`src/rtl/dpsc_pkg.sv`:
```
package dpsc_pkg;

  // Moving-average window: a power of two, so the divide is a shift.
  localparam int WIN_LOG     = 3;
  localparam int WINDOW      = 1 << WIN_LOG;
  localparam int SAMPLE_BITS = 12;

  localparam int SUM_W       = SAMPLE_BITS + WIN_LOG;
  localparam int ERR_W       = SAMPLE_BITS + 1;
  localparam int DERR_W      = ERR_W + 1;
  localparam int INTEG_W     = 12;
  localparam int INTEG_SUM_W = ((ERR_W > INTEG_W) ? ERR_W : INTEG_W) + 1;

  localparam int GAIN_W      = 8;
  localparam int ILIM_W      = 11;
  localparam int DLIM_W      = 12;

  localparam int PROD_P_W    = GAIN_W + 1 + ERR_W;
  localparam int PROD_I_W    = GAIN_W + 1 + INTEG_W;
  localparam int PROD_D_W    = GAIN_W + 1 + DERR_W;
  localparam int PID_W       = PROD_D_W + 2;
  localparam int AVG_SUM_W   = PID_W + 1;
  localparam int DRIVE_W     = 13;

  localparam int CFG_IDX_W   = 3;
  localparam int CFG_DATA_W  = 12;

  localparam logic [CFG_IDX_W-1:0] REG_PROP_GAIN   = CFG_IDX_W'(0);
  localparam logic [CFG_IDX_W-1:0] REG_INTEG_GAIN  = CFG_IDX_W'(1);
  localparam logic [CFG_IDX_W-1:0] REG_DERIV_GAIN  = CFG_IDX_W'(2);
  localparam logic [CFG_IDX_W-1:0] REG_INTEG_LIMIT = CFG_IDX_W'(3);
  localparam logic [CFG_IDX_W-1:0] REG_DRIVE_LIMIT = CFG_IDX_W'(4);

  localparam logic [GAIN_W-1:0] PROP_GAIN_RST   = GAIN_W'(8);
  localparam logic [GAIN_W-1:0] INTEG_GAIN_RST  = GAIN_W'(3);
  localparam logic [GAIN_W-1:0] DERIV_GAIN_RST  = GAIN_W'(1);
  localparam logic [ILIM_W-1:0] INTEG_LIMIT_RST = ILIM_W'(500);
  localparam logic [DLIM_W-1:0] DRIVE_LIMIT_RST = DLIM_W'(1800);

  typedef struct packed {
    logic [GAIN_W-1:0] prop_gain;
    logic [GAIN_W-1:0] integ_gain;
    logic [GAIN_W-1:0] deriv_gain;
    logic [ILIM_W-1:0] integ_limit;
    logic [DLIM_W-1:0] drive_limit;
  } cfg_t;

  // Load strobes for the pipeline stages, one per stage register.
  typedef struct packed {
    logic ld_fill;
    logic ld_err;
    logic ld_integ;
    logic ld_prod;
    logic ld_pid;
    logic ld_out;
  } stage_ctl_t;

endpackage

```
`src/rtl/dpsc_motor.sv`:
```
module dpsc_motor import dpsc_pkg::*; (
  input  logic                          clk,
  input  logic                          rst_n,
  input  stage_ctl_t                    ctl,
  input  cfg_t                          cfg,
  input  logic [WIN_LOG-1:0]            slot,
  input  logic signed [SAMPLE_BITS-1:0] meas,
  input  logic signed [SAMPLE_BITS-1:0] ref_spd,
  output logic signed [DRIVE_W-1:0]     drive
);

  // Window and running sum.
  logic signed [SAMPLE_BITS-1:0] win_r [WINDOW];
  logic signed [SUM_W-1:0]       sum_r, sum_nxt;
  logic signed [SAMPLE_BITS-1:0] ref0_r;

  // Filtered speed and error.
  logic signed [SUM_W-1:0]       sum_adj;
  logic signed [SAMPLE_BITS-1:0] avg_spd;
  logic signed [ERR_W-1:0]       err1_r, err1_nxt;

  // Integrator and derivative term.
  logic signed [INTEG_SUM_W-1:0] isum, ilim;
  logic signed [INTEG_W-1:0]     integ_r, integ_nxt;
  logic signed [ERR_W-1:0]       prev_err_r;
  logic signed [ERR_W-1:0]       err2_r;
  logic signed [DERR_W-1:0]      derr2_r, derr_nxt;

  // Products and PID sum.
  logic signed [PROD_P_W-1:0]    pp_r, pp_nxt;
  logic signed [PROD_I_W-1:0]    ip_r, ip_nxt;
  logic signed [PROD_D_W-1:0]    dp_r, dp_nxt;
  logic signed [PID_W-1:0]       pid_r, pid_nxt;

  // Averaging with the previous drive and saturation.
  logic signed [AVG_SUM_W-1:0]   asum, asum_adj;
  logic signed [PID_W-1:0]       ahalf, dlim;
  logic signed [PID_W-1:0]       prev_drive_r;
  logic signed [DRIVE_W-1:0]     drive_r, drive_nxt;

  assign sum_nxt = sum_r - SUM_W'(win_r[slot]) + SUM_W'(meas);

  // Adding WINDOW-1 to a negative sum makes the shift truncate toward zero.
  assign sum_adj = sum_r + $signed({{(SUM_W - WIN_LOG){1'b0}}, {WIN_LOG{sum_r[SUM_W-1]}}});
  assign avg_spd = sum_adj[SUM_W-1:WIN_LOG];
  assign err1_nxt = ERR_W'(ref0_r) - ERR_W'(avg_spd);

  assign isum = INTEG_SUM_W'(integ_r) + INTEG_SUM_W'(err1_r);
  assign ilim = $signed({{(INTEG_SUM_W - ILIM_W){1'b0}}, cfg.integ_limit});
  always_comb begin
    priority if (isum > ilim) begin
      integ_nxt = INTEG_W'(ilim);
    end else if (isum < -ilim) begin
      integ_nxt = INTEG_W'(-ilim);
    end else begin
      integ_nxt = INTEG_W'(isum);
    end
  end
  assign derr_nxt = DERR_W'(err1_r) - DERR_W'(prev_err_r);

  assign pp_nxt = $signed({1'b0, cfg.prop_gain}) * err2_r;
  assign ip_nxt = $signed({1'b0, cfg.integ_gain}) * integ_r;
  assign dp_nxt = $signed({1'b0, cfg.deriv_gain}) * derr2_r;
  assign pid_nxt = PID_W'(pp_r) + PID_W'(ip_r) + PID_W'(dp_r);

  assign asum     = AVG_SUM_W'(pid_r) + AVG_SUM_W'(prev_drive_r);
  assign asum_adj = asum + $signed({{(AVG_SUM_W - 1){1'b0}}, asum[AVG_SUM_W-1]});
  assign ahalf    = asum_adj[AVG_SUM_W-1:1];
  assign dlim     = $signed({{(PID_W - DLIM_W){1'b0}}, cfg.drive_limit});
  always_comb begin
    priority if (ahalf > dlim) begin
      drive_nxt = DRIVE_W'(dlim);
    end else if (ahalf < -dlim) begin
      drive_nxt = DRIVE_W'(-dlim);
    end else begin
      drive_nxt = DRIVE_W'(ahalf);
    end
  end

  // Recurrent state: the window, integrator, previous error and previous drive.
  always_ff @(posedge clk) begin
    if (!rst_n) begin
      for (int i = 0; i < WINDOW; i++) begin
        win_r[i] <= '0;
      end
      sum_r        <= '0;
      integ_r      <= '0;
      prev_err_r   <= '0;
      prev_drive_r <= '0;
    end else begin
      if (ctl.ld_fill) begin
        win_r[slot] <= meas;
        sum_r       <= sum_nxt;
      end
      if (ctl.ld_integ) begin
        integ_r    <= integ_nxt;
        prev_err_r <= err1_r;
      end
      if (ctl.ld_out) begin
        prev_drive_r <= ahalf;
      end
    end
  end

  // Stage payload registers.
  always_ff @(posedge clk) begin
    if (ctl.ld_fill) begin
      ref0_r <= ref_spd;
    end
    if (ctl.ld_err) begin
      err1_r <= err1_nxt;
    end
    if (ctl.ld_integ) begin
      err2_r  <= err1_r;
      derr2_r <= derr_nxt;
    end
    if (ctl.ld_prod) begin
      pp_r <= pp_nxt;
      ip_r <= ip_nxt;
      dp_r <= dp_nxt;
    end
    if (ctl.ld_pid) begin
      pid_r <= pid_nxt;
    end
    if (ctl.ld_out) begin
      drive_r <= drive_nxt;
    end
  end

  assign drive = drive_r;

endmodule

```
`config.mk`:
```
export PLATFORM = sky130hd
export DESIGN_NAME = dpsc_motor
export DESIGN_NICKNAME = d
export VERILOG_FILES = /design/src/rtl/dpsc_pkg.sv /design/src/rtl/dpsc_motor.sv
export SDC_FILE = /design/constraint.sdc
export NUM_CORES = 2
export LEC_CHECK = 0
export BUFFER_PORTS_ARGS = -buffer_cell sky130_fd_sc_hd__buf_2
export CORE_MARGIN = 10
export CORE_UTILIZATION = 59
export CTS_CLUSTER_SIZE = 16
export DETAILED_ROUTE_END_ITERATION = 10
export GPL_ROUTABILITY_DRIVEN = 0
export PLACE_DENSITY = 0.75
export REMOVE_ABC_BUFFERS = 1
export SLEW_MARGIN = 20
export SYNTH_ARGS = -nofsm -noshare
export SYNTH_HDL_FRONTEND = slang
export SYNTH_SLANG_ARGS = --single-unit
```
`constraint.sdc`:
```
create_clock -name clk -period 5.82 [get_ports clk]
set_input_delay 0.873 -clock clk [delete_from_list [all_inputs] [get_ports clk]]
set_output_delay 0.873 -clock clk [all_outputs]
set_load 0.05 [all_outputs]
```
Word-level counts from Yosys, hierarchy flattened
Memory sizes are Yosys's and may differ from the RTL's.
Cells that the tools add are included.
W data, S select, Z words.
{"block": "word_totals", "regBits": 220, "ramBits": 96, "input_bits": 82, "mem_count": 1}
{"block": "classes", "n_addsub": 12, "n_mul": 3, "magnitude_cmp": 4, "n_mux": 11, "n_reduce_logical": 1}
{"memory": "win_r", "depth": 8, "word_bits": 12, "rd": 1, "rd_ports_with_merged_regs": 0, "wr": 8, "line": "dpsc_motor.sv:13", "source": "logic signed [SAMPLE_BITS-1:0] win_r [WINDOW];"}
{"operator": "$mux W12", "count": 4}
{"operator": "$add A24 B25 Y26", "count": 1}
{"operator": "$add A26 B2 Y26", "count": 1}
{"operator": "$gt A25 B13 Y1", "count": 1}
{"operator": "$lt A25 B25 Y1", "count": 1}
{"operator": "$neg A12 Y25", "count": 1}
{"operator": "$add A23 B23 Y24", "count": 1}
{"operator": "$add A22 B21 Y23", "count": 1}
{"operator": "$mul A9 B14 Y23", "count": 1}
{"operator": "$mul A9 B13 Y22", "count": 1}
{"operator": "$mul A9 B12 Y21", "count": 1}
{"operator": "$add A15 B12 Y15", "count": 1}
{"operator": "$add A15 B4 Y15", "count": 1}
{"operator": "$sub A15 B12 Y15", "count": 1}
{"operator": "$add A12 B13 Y14", "count": 1}
{"operator": "$gt A14 B12 Y1", "count": 1}
{"operator": "$lt A14 B14 Y1", "count": 1}
{"operator": "$neg A11 Y14", "count": 1}
{"operator": "$sub A13 B13 Y14", "count": 1}
{"operator": "$mux W13", "count": 1}
{"operator": "$sub A12 B12 Y13", "count": 1}
{"operator": "$reduce_or A12 Y1", "count": 1}
{"operator": "$mux W1", "count": 5}
{"operator": "$mux W3", "count": 1}

Logic depth before layout (Yosys ltp)
{"block": "logic_depth", "ltp_word": 5, "ltp_mapped": 27}

Worst setup path before layout
No wires, ideal clock.
{"block": "synth_timing", "kind": "register to register", "from": "reg pid_r[1]", "to": "reg drive_r[10] (netlist: drive[10]) (data pin)", "t_arrival_ns": 5.851, "t_required_ns": 5.543, "slack_ns": -0.308, "path_stages_with_launch": 26, "cell_sequence": "edfxtp_1 > ha_1 > a211oi_2 > o21ai_1 > o211ai_1 > and3_1 > o21a_2 > and2_1 > ha_1 > and4_1 > and4_1 > nor3b_2 > nand4_2 > xor2_1 > ha_1 > a21o_1 > a21oi_1 > nor2_1 > o21a_1 > o21ai_0 > a31oi_1 > or4b_1 > o21ai_1 > clkbuf_1 > mux2i_1 > o211ai_1"}
{"block": "synth_via", "elab_chain_cells": 5, "word_cells_on_any_way": 6}
{"item": "start: declaration", "line": "dpsc_motor.sv:33", "source": "logic signed [PID_W-1:0] pid_r, pid_nxt;"}
{"item": "start signal: assignment", "line": "dpsc_motor.sv:123", "source": "pid_r <= pid_nxt;"}
{"item": "$add A24 B25 Y26 (*)", "line": "dpsc_motor.sv:66", "source": "assign asum = AVG_SUM_W'(pid_r) + AVG_SUM_W'(prev_drive_r);"}
{"item": "$add A26 B2 Y26 (*)", "line": "dpsc_motor.sv:67", "source": "assign asum_adj = asum + $signed({{(AVG_SUM_W - 1){1'b0}}, asum[AVG_SUM_W-1]});"}
{"item": "named net asum_adj[20]", "line": "dpsc_motor.sv:36", "source": "logic signed [AVG_SUM_W-1:0] asum, asum_adj;"}
{"item": "$lt A25 B25 Y1", "line": "dpsc_motor.sv:73", "source": "end else if (ahalf < -dlim) begin"}
{"item": "$mux W13", "line": "dpsc_motor.sv:73"}
{"item": "$mux W12 (*)", "line": "dpsc_motor.sv:71", "source": "priority if (ahalf > dlim) begin"}
{"item": "named net drive_nxt[10]", "line": "dpsc_motor.sv:39", "source": "logic signed [DRIVE_W-1:0] drive_r, drive_nxt;"}
{"item": "end signal: assignment", "line": "dpsc_motor.sv:126", "source": "drive_r <= drive_nxt;"}
{"item": "end: declaration", "line": "dpsc_motor.sv:39"}
Mark *: on every way through the listed nets, which the timed path passes. The rest lies on a longest branch.
A chain may end at the register's enable or synchronous reset.

Worst setup path after layout
{"block": "layout_timing", "from": "reg pid_r[1]", "to": "reg drive_r[3] (netlist: drive[3]) (data pin)"}
The elaborated chain is that of the path after synthesis.

==> metrics.yaml <==
status:
  status: "completed"
sta:
  min_period_over_period_pct: 98.5
  fin_crit_ns: 5.73
  slew_violations: 0
  slew_headroom_pct: 29.6
  whs_ns: 0.488
  max_freq_ghz: 0.174
  finClkSkew_ns: 0.0146
  final_hold_viol_count: 0
  grt_setup_unrepaired: "yes"
  setup_viol: 0
  worst_pin_slew_ns: 1.06
critical_path:
  critical_path_arrival_ns: 6.14
  reg2reg_from: "pid_r[1]"
  crit_fanout: 6
  r2r_slack_ns: 0.09
  timing.rr.end: "drive[3]"
  path_buf_inv: 2
  setup.worst_path.start: "pid_r[1]"
  crit_cells: 26
  r2r_cells: 26
  critical-path-max-stage-delay_ns: 0.49
  crit_path_start_kind: "register"
  crit_slowest_cell: "or4b_1"
  crit_end: "drive[3]"
  cp_top_family: "simple AND/OR/NAND/NOR gates"
  worstSetupEndpointType: "register"
  cp.required_ns: 6.23
  path_class: "register to register"
finish:
  diodes: 0
  nNetsFinal: 4041
  syn_to_final_growth_pct: 10.8
  layout-drive-gt1-share_pct: 11.1
synth:
  synth_cell_type_count: 88
  ys.flop_type: "edfxtp_1"
  ys_async_sr_fraction_pct: 0
  ys_warn_count: 0
  synth_area_mm2: 0.0314
  ys_ff_latch: 316
  synth_edf_count: 251
  syn_inst: 3209
  synth.avg_cell_area_um2: 9.78
  synth_seq_area_share_pct: 28.2
grt:
  antenna_found_initial: 2
  grt_pass1_wl_mm: 128
  overflow: 0
  grt_pass1_vias: 25300
  grt.total_usage_pct: 24.7
  grt_max_degree: 67
floorplan:
  coreArea_mm2: 0.0527
  start_util_pct: 59.6
  die_y_um: 251
  dieArea_mm2: 0.0628
  rows: 84
  die_w_um: 251
  num_io_pins: 95
routing:
  routed.top_layer: "met5"
  drc: 0
  wl_met1_mm: 32.4
  dr.pass1.iters: 5
  drtIter0Drc: 1736
  vias: 23900
  wl_met3_mm: 5.03
  wl_per_cell_um: 19.0
  dr_wl_met2_mm: 38.1
  ant_nets: 0
  wl_mm: 77.7
  viasPerCell: 5.85
clock_network:
  clock-sinks: 316
  htree_levels: 2
  clock_latency_ns: 0.56
  clkTransAtPathRegs_ns: 0.06
  root_buffer: "clkbuf_16"
  cts_max_path_buffers: 3
  cts_made_buffers: 37
  tritoncts: "built"
  ctsHoldBuffers: 0
placed_design:
  dp_hpwl_mm: 60.8
  io_buffers: 94
flow_run:
  max_cap_viol_count: 0
worst_hold_path:
  hold_class: "register to register"
## routing by layer
metal	vias to the layer above	global-route usage (%)
met2	801	42.2
met5	-	0
met4	4	7.13
met3	161	3.68
met1	11800	31.9
li1	11100	-
## registers in the layout, summed over array words and instances (netlist names)
| name | flops |
|---|---|
| win_r | 96 |
| prev_drive_r | 25 |
| pid_r | 24 |
| dp_r | 23 |
| pp_r | 22 |
| ip_r | 21 |
| sum_r | 15 |
| derr2_r | 14 |
| drive | 13 |
| err1_r | 13 |
| err2_r | 13 |
| prev_err_r | 13 |
| integ_r | 12 |
| ref0_r | 12 |
## timing repair
item	4_1_cts	5_1_grt
pin swaps	0	16
gates resized for setup	1	59
endpoints found under the setup margin	6	17
cloned	0	1
buffers inserted	0	11
hold endpoints to repair	0	0
## stage by stage
stage          setup TNS [ns]  cell area (um^2)  utilization [%]  std cells  worst slack [ns]
5_1_grt                 -1.07             34800             66.0       4083            -0.116
6_report                    0             34800             66.0       4083            0.0893
4_1_cts                     0             34400             65.3       4071          0.000659
3_3_place_gp                0             33200             63.0       4004            0.0849
3_5_place_dp           -0.600             33200             63.0       4004            -0.165
2_1_floorplan           -4.91             31000                -       3113            -0.428
## worst reg2reg max path, delay by kind of cell (launching register included)
family / cells / cell delay [ns]
compound gates: 10 / 1.66
simple gates: 8 / 1.77
flops: 1 / 0.42
xor+xnor: 1 / 0.23
buf+inv: 2 / 0.36
fa+ha+maj: 3 / 0.66
mux: 2 / 0.47
## worst min-delay path by stage
stage | start | endpoint | slack, ns | cells past startpoint
floorplan | prev_drive_r[13] | prev_drive_r[13] | 0.45 | 2
global placement | sum_r[5] | sum_r[5] | 0.47 | 2
detailed placement | prev_drive_r[17] | prev_drive_r[17] | 0.48 | 2
CTS | ref_spd[3] | ref0_r[3] | 0.46 | 1
global route | ref_spd[3] | ref0_r[3] | 0.47 | 1
finish | sum_r[5] | sum_r[5] | 0.49 | 2
## area by class of cell
cell class                 count  area [um^2]
timing repair buffer         215         1390
tap                          688          861
clock inverter                23          256
clock buffer                  44          973
multi-input combinational   2307        20600
inverter                     490         1840
sequential                   316         8840
fill                        4069        17900
## cell families after synthesis
group / after synthesis / synth area share, %
buf+inv: 586 / 7.11
fa+ha+maj: 592 / 30.6
xor+xnor: 178 / 4.97
simple gates: 991 / 16.3
compound gates: 470 / 10.1
mux: 76 / 2.73
flops: 316 / 28.2
## cells in the final DEF (no fill, tap or decap), types with 38 or more instances in the layout
| cell type | n |
|---|---|
| inv_1 | 488 |
| fa_1 | 293 |
| ha_1 | 290 |
| edfxtp_1 | 251 |
| and2_1 | 247 |
| nand2_1 | 214 |
| nor2_1 | 194 |
| xnor2_1 | 135 |
| buf_4 | 119 |
| a21oi_1 | 117 |
| buf_2 | 94 |
| o21ai_0 | 90 |
| nor3_1 | 86 |
| dfxtp_1 | 63 |
| mux2i_1 | 53 |
| nor4_1 | 44 |
| nand3_1 | 42 |
| xor2_1 | 39 |
| o21a_1 | 38 |
| clkbuf_16 | 38 |
## synth_stat cells (7+ instances only)
master	number	area share, %
inv_1	489	5.8
ha_1	298	12
fa_1	294	19
edfxtp_1	251	24
and2_1	248	4.9
nand2_1	215	2.6
nor2_1	194	2.3
xnor2_1	136	3.8
a21oi_1	122	1.9
o21ai_0	93	1.5
nor3_1	87	1.4
clkbuf_1	77	0.92
dfxtp_1	65	4.1
mux2i_1	53	1.7
nor4_1	44	0.88
nand3_1	42	0.67
xor2_1	42	1.2
nor2b_1	38	0.76
o21a_1	38	0.91
a21o_1	34	0.81
and3_1	30	0.60
a211oi_1	23	0.55
nand4_1	21	0.42
nand2b_1	20	0.40
mux2_2	17	0.61
a31oi_1	16	0.32
a21boi_0	15	0.36
o211ai_1	13	0.31
or2_2	12	0.24
o31ai_1	10	0.24
a211o_1	9	0.25
o211a_1	9	0.29
buf_2	8	0.13
o21bai_1	8	0.19
or3_1	8	0.16
a22oi_1	7	0.17
and4_1	7	0.20
buf_1	7	0.084
Power is not shown: default switching activity piles up to over one toggle a cycle in this logic, so the estimate is an artifact.
